**src/hw/rtl/qgt_pkg.sv**
```systemverilog
// ----------------------------------------------------------------------------
// qgt_pkg
// Shared types and constants of the 2x2 uint8 GEMM tile unit: the tile of
// accumulators, the configuration bundle, register indexes and back-end states.
// ----------------------------------------------------------------------------
package qgt_pkg;

    localparam int ACC_W     = 32;
    localparam int NUM_ACC   = 4;
    localparam int CFG_IDX_W = 8;
    localparam int CFG_DAT_W = 32;
    localparam int Q31_BITS  = 31;

    localparam logic [63:0] Q31_ROUND = 64'h0000_0000_4000_0000;

    // register indexes of the configuration port
    localparam logic [CFG_IDX_W-1:0] REG_WEIGHT_ZP   = 8'd0;
    localparam logic [CFG_IDX_W-1:0] REG_SCALE_MULT  = 8'd1;
    localparam logic [CFG_IDX_W-1:0] REG_ROUND_MASK  = 8'd2;
    localparam logic [CFG_IDX_W-1:0] REG_RIGHT_SHIFT = 8'd3;
    localparam logic [CFG_IDX_W-1:0] REG_ROUND_THR   = 8'd4;
    localparam logic [CFG_IDX_W-1:0] REG_CLAMP_LOW   = 8'd5;
    localparam logic [CFG_IDX_W-1:0] REG_CLAMP_HIGH  = 8'd6;
    localparam logic [CFG_IDX_W-1:0] REG_OUT_OFFSET  = 8'd7;

    // accumulators ordered r0c0, r0c1, r1c0, r1c1
    typedef logic [NUM_ACC-1:0][ACC_W-1:0] tile_t;

    typedef struct packed {
        logic [7:0]        weight_zero_point;
        logic [30:0]       scale_multiplier;
        logic [30:0]       round_mask;
        logic [4:0]        right_shift;
        logic [30:0]       round_threshold;
        logic signed [8:0] clamp_low;
        logic signed [8:0] clamp_high;
        logic [7:0]        output_offset;
    } cfg_t;

    localparam cfg_t CFG_RESET = '{
        weight_zero_point: 8'd0,
        scale_multiplier:  31'h4000_0000,
        round_mask:        31'd0,
        right_shift:       5'd0,
        round_threshold:   31'd0,
        clamp_low:         9'sd0,
        clamp_high:        9'sd255,
        output_offset:     8'd0
    };

    typedef enum logic [2:0] {
        BK_IDLE,
        BK_MUL,
        BK_RND,
        BK_SHF,
        BK_CLP,
        BK_OUT
    } back_state_t;

endpackage

```
**src/hw/rtl/qgt_queue.sv**
```systemverilog
// ----------------------------------------------------------------------------
// qgt_queue
// Short FIFO of finished accumulator tiles between the MAC front end and
// the requantization back end.
// ----------------------------------------------------------------------------
module qgt_queue #(
    parameter int DEPTH = 2
) (
    input  logic           aclk,
    input  logic           aresetn,
    input  logic           push,
    input  qgt_pkg::tile_t push_data,
    output logic           full,
    input  logic           pop,
    output logic           head_valid,
    output qgt_pkg::tile_t head_data
);
    import qgt_pkg::*;

    localparam int PTR_W = (DEPTH > 1) ? $clog2(DEPTH) : 1;
    localparam int CNT_W = $clog2(DEPTH + 1);
    localparam logic [PTR_W-1:0] LAST_PTR = PTR_W'(DEPTH - 1);
    localparam logic [CNT_W-1:0] FULL_CNT = CNT_W'(DEPTH);

    tile_t            mem [DEPTH];
    logic [PTR_W-1:0] wr_ptr_reg;
    logic [PTR_W-1:0] rd_ptr_reg;
    logic [CNT_W-1:0] count_reg;
    logic             do_push;
    logic             do_pop;

    assign full       = (count_reg == FULL_CNT);
    assign head_valid = (count_reg != '0);
    assign head_data  = mem[rd_ptr_reg];
    assign do_push    = push && !full;
    assign do_pop     = pop && head_valid;

    always_ff @(posedge aclk) begin
        if (do_push) begin
            mem[wr_ptr_reg] <= push_data;
        end
    end

    always_ff @(posedge aclk) begin
        if (!aresetn) begin
            wr_ptr_reg <= '0;
            rd_ptr_reg <= '0;
            count_reg  <= '0;
        end else begin
            if (do_push) begin
                wr_ptr_reg <= (wr_ptr_reg == LAST_PTR) ? '0 : wr_ptr_reg + 1'b1;
            end
            if (do_pop) begin
                rd_ptr_reg <= (rd_ptr_reg == LAST_PTR) ? '0 : rd_ptr_reg + 1'b1;
            end
            case ({do_push, do_pop})
                2'b10:   count_reg <= count_reg + 1'b1;
                2'b01:   count_reg <= count_reg - 1'b1;
                default: count_reg <= count_reg;
            endcase
        end
    end

endmodule

```
**config.mk**
```make
export PLATFORM = sky130hd
export DESIGN_NAME = qgt_queue
export DESIGN_NICKNAME = d
export VERILOG_FILES = /design/src/hw/rtl/qgt_pkg.sv /design/src/hw/rtl/qgt_queue.sv
export SDC_FILE = /design/constraint.sdc
export NUM_CORES = 1
export LEC_CHECK = 0
export BUFFER_PORTS_ARGS = -buffer_cell sky130_fd_sc_hd__buf_2
export CAP_MARGIN = 20
export CELL_PAD_IN_SITES_DETAIL_PLACEMENT = 1
export CELL_PAD_IN_SITES_GLOBAL_PLACEMENT = 1
export CORE_MARGIN = 2
export CORE_UTILIZATION = 44
export DETAILED_ROUTE_END_ITERATION = 10
export PLACE_DENSITY = 0.88
export SLEW_MARGIN = 20
export SYNTH_ARGS = -nofsm -noshare
export SYNTH_HDL_FRONTEND = slang
export SYNTH_SLANG_ARGS = --single-unit
```
**constraint.sdc**
```tcl
create_clock -name aclk -period 4.5 [get_ports aclk]
set_input_delay 0.225 -clock aclk [delete_from_list [all_inputs] [get_ports aclk]]
set_output_delay 0.225 -clock aclk [all_outputs]
set_load 0.1 [all_outputs]
```
==> metrics.csv <==
metric,value,unit
status,finished clean,
vias in the first global route,6433,
max reg flops,256,
clk_lat worst skew,0.53,ns
Yosys top cell area share,81.5,%
first-pass detailed-route iteration total,4,
DR vias,5533,
#FFs+latches synth,261,
Die H,150,microns
"top cells by area, synth","edfxtp_1 (81%), mux2_2 (15%), dfxtp_1 (1.1%)",
syn_area_per_cell,22.3,sq um
Static Leakage,5.03,nW
CP endpoint kind,output port,
critical path class,reg2out,
wire length per cell,21.9,microns
CORE AREA,21000,sq um
CTS Sinks,261,
antenna violations before repair,1,
critical path arrival,2.60,ns
worst hold path type,in2reg,
IO Pins,262,
Yosys Warn Count,0,
non-filler cells in the finished layout,1131,
Initial Util,44.9,%
clk root buf,clkbuf_16,
placed cells,949,
met1 Resource Use GR,23.2,%
Total Nets Final,966,
CTS H-tree lvls,1,
met3 usage,4.70,%
CTS resizes,0,
RSZ-0062 raised after global routing,no,
register area share after synthesis,82.5,%
relative slew slack,35.1,%
row cnt,53,
largest area contributor in the synthesized netlist,edfxtp_1,
Worst VDD drop,508,uV
Synth cell types,18,
hpwl dp,13900,microns
Post-synth EDFFs,256,
critical path data required time,4.28,ns
Util after Layout,63.5,%
"Clk pin slew, worst setup/hold paths",0.06,ns
synth cell count leaders,"edfxtp_1 (256), mux2_2 (128), buf_2 (14)",
first-pass GRT wire length,36500,microns
vias per cell,4.89,
CTS max path bufs,3,
area delta synth->final,41.4,%
port bufs,261,
busiest grt layer,met2,
pin count of the biggest net entering global routing,71,
Synth Net Count,557,
1st-iter DRT viols,208,
gpl congestion,0.713,
Worst Path Max Fanout,70,
max-slew violations,0,
Hold WS,0.134,ns
crit start category,flip-flop,
cells after synthesis,424,
fraction of layout instances using a drive strength above 1,51.6,%
crit share post-route,62.9,%
DR DRC count,0,
die area,22600,sq um
max_cap viols,0,
total CTS buffers,28,
Final Skew,0.0105,ns
Synth Flop Type,edfxtp_1,
GRT overflow,0,
Final Hold Vio Count,0,
PD cells,765,nW/um^2
Die X,150,microns
placed inst area,11100,sq um
final WL,24800,microns
total global-route track usage,21.7,%
Tightest Pin Transition,0.974,ns
minimum clock period,2.83,ns
setup_tns,0,ns
Fmax achieved,354,MHz
"Design Area, Final",13300,sq um
GR Util met2,41.9,%
CTS tree,yes,
top-count cell post-synth,edfxtp_1,
post-synth design cell area,9440,sq um
# setup viols final,0,
Routed Antenna Nets,0,
async set or reset register ratio after synthesis,0,%
[layer usage]
metal / up-vias / wire length [microns]
met2: 214 / 13900
met3: 50 / 1440
met4: 0 / 743
li1: 2509 / -
met1: 2760 / 8780
met5: - / 0
[where the power goes]
group / switching (W) / internal [W]
Sequential: 0.000182 / 0.00307
Combinational: 0.00373 / 0.000861
Clock: 0.000934 / 0.00142
Total: 0.00484 / 0.00536
[layout make-up]
| type | instances | area, sq um |
|---|---|---|
| Inverter | 3 | 13.8 |
| Tap cell | 275 | 344 |
| Timing Repair Buffer | 393 | 2660 |
| Antenna cell | 1 | 2.50 |
| Multi-Input combinational cell | 146 | 1570 |
| Sequential cell | 261 | 7790 |
| Clock inverter | 17 | 201 |
| Fill cell | 1871 | 7680 |
| Clock buffer | 35 | 757 |
[metrics by stage]
stage | power [W] | setup slack (ns)
2_1_floorplan | 0.00710 | 0.410
3_3_place_gp | 0.00767 | 2.08
3_5_place_dp | 0.00777 | 1.94
4_1_cts | 0.0102 | 1.62
5_1_grt | 0.0105 | 1.53
6_report | 0.0102 | 1.67
[path summary, 6_finish.rpt]
check | from | to | slack [ns] | cells past startpoint
max reg2reg | count_reg[0] | mem[0][14] | 1.96 | 5
min reg2reg | wr_ptr_reg | wr_ptr_reg | 0.51 | 2
min | push | wr_ptr_reg | 0.13 | 4
max | flip-flop | head_data[10] | 1.67 | 3
[cells by family after synthesis]
family | after synthesis | synth area share, %
flops | 261 | 82.5
compound gates | 5 | 0.345
buf+inv | 17 | 0.862
fa+ha+maj | 1 | 0.133
simple gates | 9 | 0.597
mux | 128 | 15.3
xor+xnor | 3 | 0.278
[placed cells by master (no fill, tap or decap), drive strengths merged, types with 2 or more instances in the layout]
master,count
a21boi,2
inv,3
nor2b,2
clkinv,13
dlygate4sd3,129
edfxtp,256
dfxtp,5
or3,2
bufinv,4
mux2,128
xnor2,3
clkbuf,35
o21ai,2
buf,264
[worst max-delay path: stages (launching register included)]
cell	delay [ns]
dfxtp_4	0.87
buf_12	0.43
mux2_2	0.41
buf_2	0.30
[what timing repair did]
| action | CTS | global route |
|---|---|---|
| endpoints found under the hold margin | 261 | 0 |
| setup buffers | 0 | 0 |
| hold buffers | 129 | 0 |
| endpoints found under the setup margin | 0 | 0 |
(Power assumes the default switching activity.)
