`src/hw/rtl/qgt_pkg.sv`:
```
// ----------------------------------------------------------------------------
// qgt_pkg
// Shared types and constants of the 2x2 uint8 GEMM tile unit: the tile of
// accumulators, the configuration bundle, register indexes and back-end states.
// ----------------------------------------------------------------------------
package qgt_pkg;

    localparam int ACC_W     = 32;
    localparam int NUM_ACC   = 4;
    localparam int CFG_IDX_W = 8;
    localparam int CFG_DAT_W = 32;
    localparam int Q31_BITS  = 31;

    localparam logic [63:0] Q31_ROUND = 64'h0000_0000_4000_0000;

    // register indexes of the configuration port
    localparam logic [CFG_IDX_W-1:0] REG_WEIGHT_ZP   = 8'd0;
    localparam logic [CFG_IDX_W-1:0] REG_SCALE_MULT  = 8'd1;
    localparam logic [CFG_IDX_W-1:0] REG_ROUND_MASK  = 8'd2;
    localparam logic [CFG_IDX_W-1:0] REG_RIGHT_SHIFT = 8'd3;
    localparam logic [CFG_IDX_W-1:0] REG_ROUND_THR   = 8'd4;
    localparam logic [CFG_IDX_W-1:0] REG_CLAMP_LOW   = 8'd5;
    localparam logic [CFG_IDX_W-1:0] REG_CLAMP_HIGH  = 8'd6;
    localparam logic [CFG_IDX_W-1:0] REG_OUT_OFFSET  = 8'd7;

    // accumulators ordered r0c0, r0c1, r1c0, r1c1
    typedef logic [NUM_ACC-1:0][ACC_W-1:0] tile_t;

    typedef struct packed {
        logic [7:0]        weight_zero_point;
        logic [30:0]       scale_multiplier;
        logic [30:0]       round_mask;
        logic [4:0]        right_shift;
        logic [30:0]       round_threshold;
        logic signed [8:0] clamp_low;
        logic signed [8:0] clamp_high;
        logic [7:0]        output_offset;
    } cfg_t;

    localparam cfg_t CFG_RESET = '{
        weight_zero_point: 8'd0,
        scale_multiplier:  31'h4000_0000,
        round_mask:        31'd0,
        right_shift:       5'd0,
        round_threshold:   31'd0,
        clamp_low:         9'sd0,
        clamp_high:        9'sd255,
        output_offset:     8'd0
    };

    typedef enum logic [2:0] {
        BK_IDLE,
        BK_MUL,
        BK_RND,
        BK_SHF,
        BK_CLP,
        BK_OUT
    } back_state_t;

endpackage

```
`src/hw/rtl/qgt_front.sv`:
```
// ----------------------------------------------------------------------------
// qgt_front
// Input side: accepts inner-dimension steps, runs the four MACs and pushes
// the finished accumulator tile into the queue on the last step.
// ----------------------------------------------------------------------------
module qgt_front (
    input  logic                  aclk,
    input  logic                  aresetn,
    input  qgt_pkg::cfg_t         cfg,
    input  logic                  s_valid,
    output logic                  s_ready,
    input  logic                  s_first_step,
    input  logic                  s_last_step,
    input  logic [7:0]            s_a_row0,
    input  logic [7:0]            s_a_row1,
    input  logic [7:0]            s_b_col0,
    input  logic [7:0]            s_b_col1,
    input  logic signed [31:0]    s_bias_col0,
    input  logic signed [31:0]    s_bias_col1,
    input  logic                  q_full,
    output logic                  q_push,
    output qgt_pkg::tile_t        q_push_data
);
    import qgt_pkg::*;

    tile_t             acc_reg;
    tile_t             acc_next;
    tile_t             base;
    logic signed [8:0] w0;
    logic signed [8:0] w1;
    logic [7:0]        a_sel [NUM_ACC];
    logic signed [8:0] w_sel [NUM_ACC];
    logic signed [17:0] prod [NUM_ACC];
    logic              accept;

    assign s_ready = !q_full;
    assign accept  = s_valid && s_ready;

    assign w0 = $signed({1'b0, s_b_col0}) - $signed({1'b0, cfg.weight_zero_point});
    assign w1 = $signed({1'b0, s_b_col1}) - $signed({1'b0, cfg.weight_zero_point});

    always_comb begin
        a_sel[0] = s_a_row0;  w_sel[0] = w0;
        a_sel[1] = s_a_row0;  w_sel[1] = w1;
        a_sel[2] = s_a_row1;  w_sel[2] = w0;
        a_sel[3] = s_a_row1;  w_sel[3] = w1;
        if (s_first_step) begin
            base = {s_bias_col1, s_bias_col0, s_bias_col1, s_bias_col0};
        end else begin
            base = acc_reg;
        end
        for (int i = 0; i < NUM_ACC; i++) begin
            prod[i]     = $signed({1'b0, a_sel[i]}) * w_sel[i];
            acc_next[i] = base[i] + {{(ACC_W-18){prod[i][17]}}, prod[i]};
        end
    end

    assign q_push      = accept && s_last_step;
    assign q_push_data = acc_next;

    always_ff @(posedge aclk) begin
        if (!aresetn) begin
            acc_reg <= '0;
        end else if (accept) begin
            acc_reg <= acc_next;
        end
    end

endmodule

```
`config.mk`:
```
export PLATFORM = sky130hd
export DESIGN_NAME = qgt_front
export DESIGN_NICKNAME = d
export VERILOG_FILES = /design/src/hw/rtl/qgt_pkg.sv /design/src/hw/rtl/qgt_front.sv
export SDC_FILE = /design/constraint.sdc
export NUM_CORES = 1
export LEC_CHECK = 0
export ABC_AREA = 0
export BUFFER_PORTS_ARGS = -buffer_cell sky130_fd_sc_hd__buf_4
export CAP_MARGIN = 20
export CORE_ASPECT_RATIO = 1.1
export CORE_MARGIN = 2
export CORE_UTILIZATION = 40
export DETAILED_ROUTE_END_ITERATION = 7
export GPL_TIMING_DRIVEN = 0
export PLACE_DENSITY = 0.65
export SYNTH_ARGS = -nofsm -noshare
export SYNTH_HDL_FRONTEND = slang
export SYNTH_SLANG_ARGS = --single-unit
```
`constraint.sdc`:
```
create_clock -name aclk -period 18.9 [get_ports aclk]
set_input_delay 3.78 -clock aclk [delete_from_list [all_inputs] [get_ports aclk]]
set_output_delay 3.78 -clock aclk [all_outputs]
set_load 0.02 [all_outputs]
```
==> qor.txt, run 1 <==
first-pass GRT wire length - 111,000 µm
WP data arrival - 14,010 ps
Via density - 5.29
Largest register FFs - 128
vias in the first global route - 20,381
Synth Flop Type - dfxtp_1
gr ovfl total - 0
CP Class - in2out
grt met3 use - 3.74%
CP Launch Type - input pin
slowest stage cell, crit path - a31oi_1
Post-synth ARST share - 0%
hold buffer count at cts - 0
hold endpoint - acc_reg[117]
CTS tree - done
max_slew headroom - 32.4%
synthesized area - 22,500 µm²
Num CTS Buffers - 17
FF-to-FF path depth - 15
Die Y - 253 µm
share of cells above drive strength 1 - 10.6%
Root Buffer Master - clkbuf_16
wire length per cell - 18.2 µm
skew final - 10.6 ps
GRT Util Overall - 24.5%
Die X - 230 µm
max incr delay on CP - 660 ps
Slew @ Worst Pin - 1010 ps
final hold viol count - 0
Seq/Total Area, Yosys - 11.4%
Post-synth EDFFs - 0
Sink Count - 128
met1 usage - 31.6%
r2r endpoint - acc_reg[124]
r2r startpoint - acc_reg[96]
area delta synth->final - 14.9%
most used cell, CP - fa_1
maxcap violations - 0
Critical Path RT - 15,120 ps
final-stage net count - 3,891
DRC - 0
outcome - complete, no violations
post_cts resized - 0
final worst-path cycle share - 94.1%
flop2flop setup slack - 14,620 ps
FMAX - 0.0562 GHz
Setup crit end kind - primary output
ANT nets after route - 0
row cnt - 91
most common cell after layout, fill and taps aside - inv_1
io pins - 364
syn_nets - 3,635
area of the die - 58,300 µm²
commonest non-fill, non-tap cells in the layout - inv_1, nand2_1, ha_1
via count - 20,638
final setup vio count - 0
post-layout min period - 17,790 ps
GP Congestion - 0.944
Post-CTS Setup Bufs - 0
clock-pin slew on the worst setup and hold paths - 60 ps
Post-Route Setup TNS - 0 ps
RSZ-0062 raised after global routing - no
DP HPWL - 59,200 µm
global route hottest layer - met2
Placed Area - 25,300 µm²
Syn. warnings - 0
htree depth - 4
design area - 25,900 µm²
Syn Area/Cell - 7.81 µm²
core area - 55,900 µm²
Starting DRT DRC Count - 1,272
initial antenna violation count - 2
First-pass DRT Iterations - 5
Syn Inst Count - 2,887
CP max FO - 17
Slew Viols, Final - 0
GR Layer Usage met2 - 40.7%
final wirelength - 71,200 µm
Initial Util - 40.3%
synthesized flop and latch total - 128
Hold Crit Class - reg2reg
hold depth - 2
IO buf count - 237
largest net degree at the start of global routing - 18
Hold Path Origin - acc_reg[117]
clock buffer depth - 2
Synth cell types - 87
Clock Latency Late Sink - 450 ps
==> how the worst max path moves through the flow <==
stage | from | endpoint | slack [ps] | cells past startpoint
floorplan | cfg[125] | q_push_data[95] | 2820 | 38
global placement | cfg[125] | q_push_data[31] | 1230 | 39
detailed placement | cfg[125] | q_push_data[95] | 1190 | 40
CTS | cfg[125] | q_push_data[95] | 1150 | 40
global route | cfg[125] | q_push_data[31] | 450 | 41
finish | cfg[125] | q_push_data[31] | 1110 | 41
==> area by class of cell <==
type,count,area (µm²)
Antenna cell,2,5.00
Buffer,108,422
Clock buffer,23,508
Clock inverter,9,128
Fill cell,5690,30000
Inverter,372,1400
Multi-Input combinational cell,2279,18200
Sequential cell,128,2560
Tap cell,744,931
Timing Repair Buffer,237,1780
==> through the flow <==
step           utilization [%]  hold slack [ps]  std cells  setup slack [ps]
2_1_floorplan                -              432       2887              2820
3_3_place_gp              45.2              441       3868              1230
3_5_place_dp              45.2              446       3868              1190
4_1_cts                   46.3              455       3900              1150
5_1_grt                   46.3              469       3900               448
6_report                  46.3              454       3902              1110
==> logic make-up (layout without fill, tap and decap cells) <==
group | after synthesis | in the layout | synth area share (%)
flops | 128 | 128 | 11.4
simple gates | 911 | 911 | 19.7
other cells | 0 | 2 | 0
buf+inv | 480 | 749 | 8.06
xor+xnor | 181 | 181 | 7.13
mux | 39 | 39 | 1.77
compound gates | 634 | 634 | 17.5
fa+ha+maj | 514 | 514 | 34.5
==> cell usage after synthesis (all sizes together) (7+ instances only) <==
library cell,instances,area (µm²)
a31o,8,70.1
inv,371,1390
nor3,33,180
nor2,146,548
xor2,63,552
and2,169,1060
nand2b,69,432
or2,21,131
mux2i,35,350
a21o,59,443
o21ai,186,931
or3,15,93.8
nand4,13,81.3
xnor2,117,1030
a211oi,30,240
nand2,346,1300
clkbuf,97,364
o21a,22,165
nor2b,38,238
o31ai,10,88.8
nand3,30,150
buf,10,48.8
o21bai,24,180
dfxtp,128,2560
a31oi,16,113
o211ai,9,72.6
a21oi,213,1070
o211a,7,70.1
fa,178,3560
ha,336,4200
and3,13,81.3
==> critical path: cells and delay by family <==
| kind | cells | cell delay, ps |
|---|---|---|
| AO/OA/AOI/OAI | 16 | 3290 |
| XOR/XNOR | 3 | 1180 |
| AND/OR/NAND/NOR | 5 | 750 |
| buffers and inverters | 9 | 1550 |
| adder cells (fa/ha/maj) | 8 | 3430 |
==> per-layer routing <==
metal,part of all wire (%),up-vias
met1,44,9733
met5,0,-
li1,-,10114
met2,46,640
met3,6.5,151
met4,4.1,0
Power of run 1 is left out: the tool's default activity adds up to more than one toggle a clock period on the data nets, which glitch-free logic cannot reach.
==> run 2: changes to the inputs <==
- PLACE_DENSITY: 0.65 -> 0.67
- clock period: 18.9 -> 16.05 ns (I/O delays scaled with it)
==> run 2 against run 1 <==
  * Sequential share of layout area is 0.10 points lower
  * Die area stayed put
  * Sequential cell count stayed put
  * Critical path depth is 4 lower
  * Via count is 0.40% higher
==> qor.txt, run 2 (synthesis gave the netlist of run 1 again) <==
Slew @ Worst Pin - 1020 ps
gr ovfl total - 0
Final Util - 46.8%
post-layout min period - 15,650 ps
RSZ-0062 raised after global routing - yes
htree depth - 4
CP max FO - 17
FMAX - 0.0639 GHz
slowest stage cell, crit path - clkbuf_1
area occupied by multi-input gates - 18,300 µm²
area of the die - 58,300 µm²
core area - 55,900 µm²
Storage cell area - 2560 µm²
final hold viol count - 0
CP startpoint - cfg[124]
IO buf count - 237
clock buffer depth - 2
most used cell, CP - fa_1
flop2flop setup slack - 11,970 ps
final worst setup slack - 400 ps
Critical Path RT - 12,840 ps
max_slew headroom - 31.8%
final wirelength - 71,800 µm
io pins - 364
initial antenna violation count - 1
Num CTS Buffers - 17
Hold Path Origin - acc_reg[117]
final-stage net count - 3,911
Setup crit end kind - primary output
Initial Util - 40.3%
CP Class - in2out
Starting DRT DRC Count - 1,188
most common cell after layout, fill and taps aside - inv_1
Via density - 5.29
vias in the first global route - 20,578
Die Y - 253 µm
Largest register FFs - 128
hold buffer count at cts - 0
GP Congestion - 0.961
Post-Route Setup TNS - 0 ps
DRC - 0
First-pass DRT Iterations - 5
CP Launch Type - input pin
wire length per cell - 18.3 µm
Sink Count - 128
r2r startpoint - acc_reg[32]
share of cells above drive strength 1 - 12.0%
commonest non-fill, non-tap cells in the layout - inv_1, nand2_1, ha_1
Hold Crit Class - reg2reg
CTS tree - done
Clock Latency Late Sink - 440 ps
Root Buffer Master - clkbuf_16
area delta synth->final - 16.1%
via count - 20,720
row cnt - 91
Die X - 230 µm
Filler cells - 5,617
final worst-path cycle share - 97.5%
DP HPWL - 59,800 µm
max incr delay on CP - 680 ps
Post-Place Setup Slack - -442 ps
ANT nets after route - 0
Slew Viols, Final - 0
final setup vio count - 0
largest net degree at the start of global routing - 18
maxcap violations - 0
GRT Util Overall - 24.7%
skew final - 13.9 ps
first-pass GRT wire length - 112,000 µm
WP data arrival - 12,440 ps
clock-pin slew on the worst setup and hold paths - 60 ps
outcome - complete, no violations
[run 2: cell types whose count changed in the layout (fill, tap and decap cells not counted), sizes merged]
| cell | change |
|---|---|
| buf | +21 |
| bufinv | -1 |
| clkbuf | -3 |
| clkinv | +1 |
| clkinvlp | +2 |
| diode | -1 |
| inv | -1 |
[run 2: timing repair]
item                                    4_1_cts  5_1_grt
endpoints found under the setup margin       18       35
setup buffers                                 0       20
pin swaps                                     0        7
gates resized for setup                       9       38
cloned                                        0        0
[run 2: final timing paths]
path	cells past startpoint	endpoint
worst max-delay path	37	q_push_data[31]
worst min-delay path	2	acc_reg[117]
worst min register to register	2	acc_reg[117]
worst max register to register	15	acc_reg[58]
[run 2: metal layers]
metal	track usage (%)	share of wire [%]	vias up
li1	-	-	10136
met1	31.8	44	9804
met2	41.3	46	642
met3	3.63	6.2	138
met4	10.4	4.1	0
met5	0	0	-
[run 2: critical path: cells and delay by family]
family | cells | cell delay (ps)
XOR/XNOR | 2 | 550
buffers and inverters | 5 | 1500
AND/OR/NAND/NOR | 5 | 710
AO/OA/AOI/OAI | 16 | 2960
adder cells (fa/ha/maj) | 9 | 3500
[run 2: cell type report]
class	instances	area share [%]
sequential	128	9.79
clock buffer	21	1.80
inverter	372	5.37
timing repair buffer	257	7.42
multi-input combinational	2279	70.0
antenna	1	0.00956
buffer	108	1.67
clock inverter	10	0.426
tap	744	3.56
[run 2: through the flow]
stage	hold slack (ps)	cell area (µm²)	std cells
3_3_place_gp	441	25300	3868
4_1_cts	454	25900	3899
3_5_place_dp	446	25300	3868
2_1_floorplan	432	22500	2887
6_report	452	26200	3920
5_1_grt	470	26200	3919
Power of run 2 is left out for the same reason.
==> run 3: changes to the inputs <==
- CORE_UTILIZATION: 40 -> 54
- PLACE_DENSITY: 0.67 -> 0.85
==> run 3 against run 2 <==
  * Die area is 26% lower
  * Maximum frequency is 0.16% higher
  * Sequential cell count unchanged
  * Count of clock-buffer cells in the layout is 2 higher
  * Cell count fell by 5.2%
  * Global-route usage up 7.8 points
  * Register-to-register slack got worse by 60 ps
  * First-iteration DRC count grew 38%
==> qor.txt, run 3 (synthesis gave the netlist of run 1 again) <==
Root Buffer Master - clkbuf_16
final wirelength - 69,700 µm
most used cell, CP - fa_1
Starting DRT DRC Count - 1,635
final worst-path cycle share - 97.4%
CP Launch Type - input pin
WP data arrival - 12,420 ps
GR Layer Usage met2 - 54.1%
Clock Latency Late Sink - 450 ps
final setup vio count - 0
design area - 25,800 µm²
Via density - 5.79
IO buf count - 237
DP HPWL - 56,900 µm
grt met3 use - 6.14%
GP Congestion - 0.990
Hold WS - 453 ps
area delta synth->final - 14.2%
CTS tree - done
maxcap violations - 0
wire length per cell - 18.7 µm
First-pass DRT Iterations - 5
max_slew headroom - 24.7%
Critical Path RT - 12,840 ps
core area - 41,200 µm²
Sink Count - 128
commonest non-fill, non-tap cells in the layout - inv_1, nand2_1, ha_1
clock-pin slew on the worst setup and hold paths - 60 ps
Setup crit end kind - primary output
vias in the first global route - 21,327
Initial Util - 54.7%
hold buffer count at cts - 0
row cnt - 78
global route hottest layer - met2
io pins - 364
outcome - complete, no violations
met1 usage - 40.0%
share of cells above drive strength 1 - 11.1%
FMAX - 0.0640 GHz
CP max FO - 11
Num CTS Buffers - 17
skew final - 8.27 ps
largest net degree at the start of global routing - 18
Largest register FFs - 128
GRT Util Overall - 32.5%
FF-to-FF path depth - 15
Hold Crit Class - reg2reg
final hold viol count - 0
CP Class - in2out
ANT nets after route - 0
Slew Viols, Final - 0
Die Y - 218 µm
Filler cells - 3,670
Ant. Diodes - 0
via count - 21,521
slowest stage cell, crit path - fa_1
most common cell after layout, fill and taps aside - inv_1
post-layout min period - 15,630 ps
final-stage net count - 3,896
first-pass GRT wire length - 110,000 µm
htree depth - 4
Slew @ Worst Pin - 1130 ps
initial antenna violation count - 1
max incr delay on CP - 520 ps
RSZ-0062 raised after global routing - yes
hold depth - 2
clock buffer depth - 2
gr ovfl total - 0
DRC - 0
area of the die - 43,400 µm²
Die X - 199 µm
Placed Area - 25,000 µm²
run 3: changes by cell type in the layout (fill, tap and decap cells not counted), sizes merged:
| cell | change |
|---|---|
| clkbuf | +2 |
| buf | -15 |
| clkinvlp | -2 |
| inv | +1 |
| clkinv | -4 |
| bufinv | +1 |
| diode | -1 |
run 3: final timing paths:
| path | from | endpoint | slack, ps |
|---|---|---|---|
| max | cfg[124] | q_push_data[58] | 420 |
| min | acc_reg[99] | acc_reg[99] | 450 |
| max reg2reg | acc_reg[96] | acc_reg[124] | 11910 |
| min reg2reg | acc_reg[99] | acc_reg[99] | 450 |
run 3: area by class of cell:
cell class | instances | area (µm²) | area share [%]
plain buffers | 108 | 435 | 1.69
clock buffers | 23 | 458 | 1.78
repair buffers | 242 | 1820 | 7.05
inverters | 372 | 1400 | 5.45
clock inverters | 6 | 110 | 0.428
flip-flops and latches | 128 | 2560 | 9.95
multi-input cells | 2279 | 18300 | 70.9
well taps | 560 | 701 | 2.72
run 3: critical path, delay by kind of cell:
family                     cells  cell delay (ps)
adders and majority gates      9             3700
and+or+nand+nor                6             1030
buffers and inverters          9             1360
xor gates and xnor gates       2              650
AOI/OAI and AO/OA             10             2070
muxes                          1              370
run 3: timing repair:
action,4_1_cts,5_1_grt
endpoints found under the hold margin,0,0
pin swaps,0,2
setup endpoints to repair,11,36
gates resized for setup,7,28
setup buffers,0,5
gates cloned,0,0
run 3: metrics by stage:
stage / worst slack (ps) / TNS [ps] / util (%) / cells
detailed placement: -231 / -1040 / 60.8 / 3684
CTS: 35.6 / 0 / 62.2 / 3713
floorplan: 1110 / 0 / - / 2887
global route: -79.0 / -87.4 / 62.5 / 3718
finish: 424 / 0 / 62.5 / 3718
global placement: -227 / -545 / 60.8 / 3684
run 3: layer usage:
layer | up-vias | wire length [µm]
met4 | 0 | 3740
met1 | 10187 | 27600
met5 | - | 0
met3 | 251 | 6180
li1 | 10121 | -
met2 | 962 | 32200
Power of run 3 is left out for the same reason.
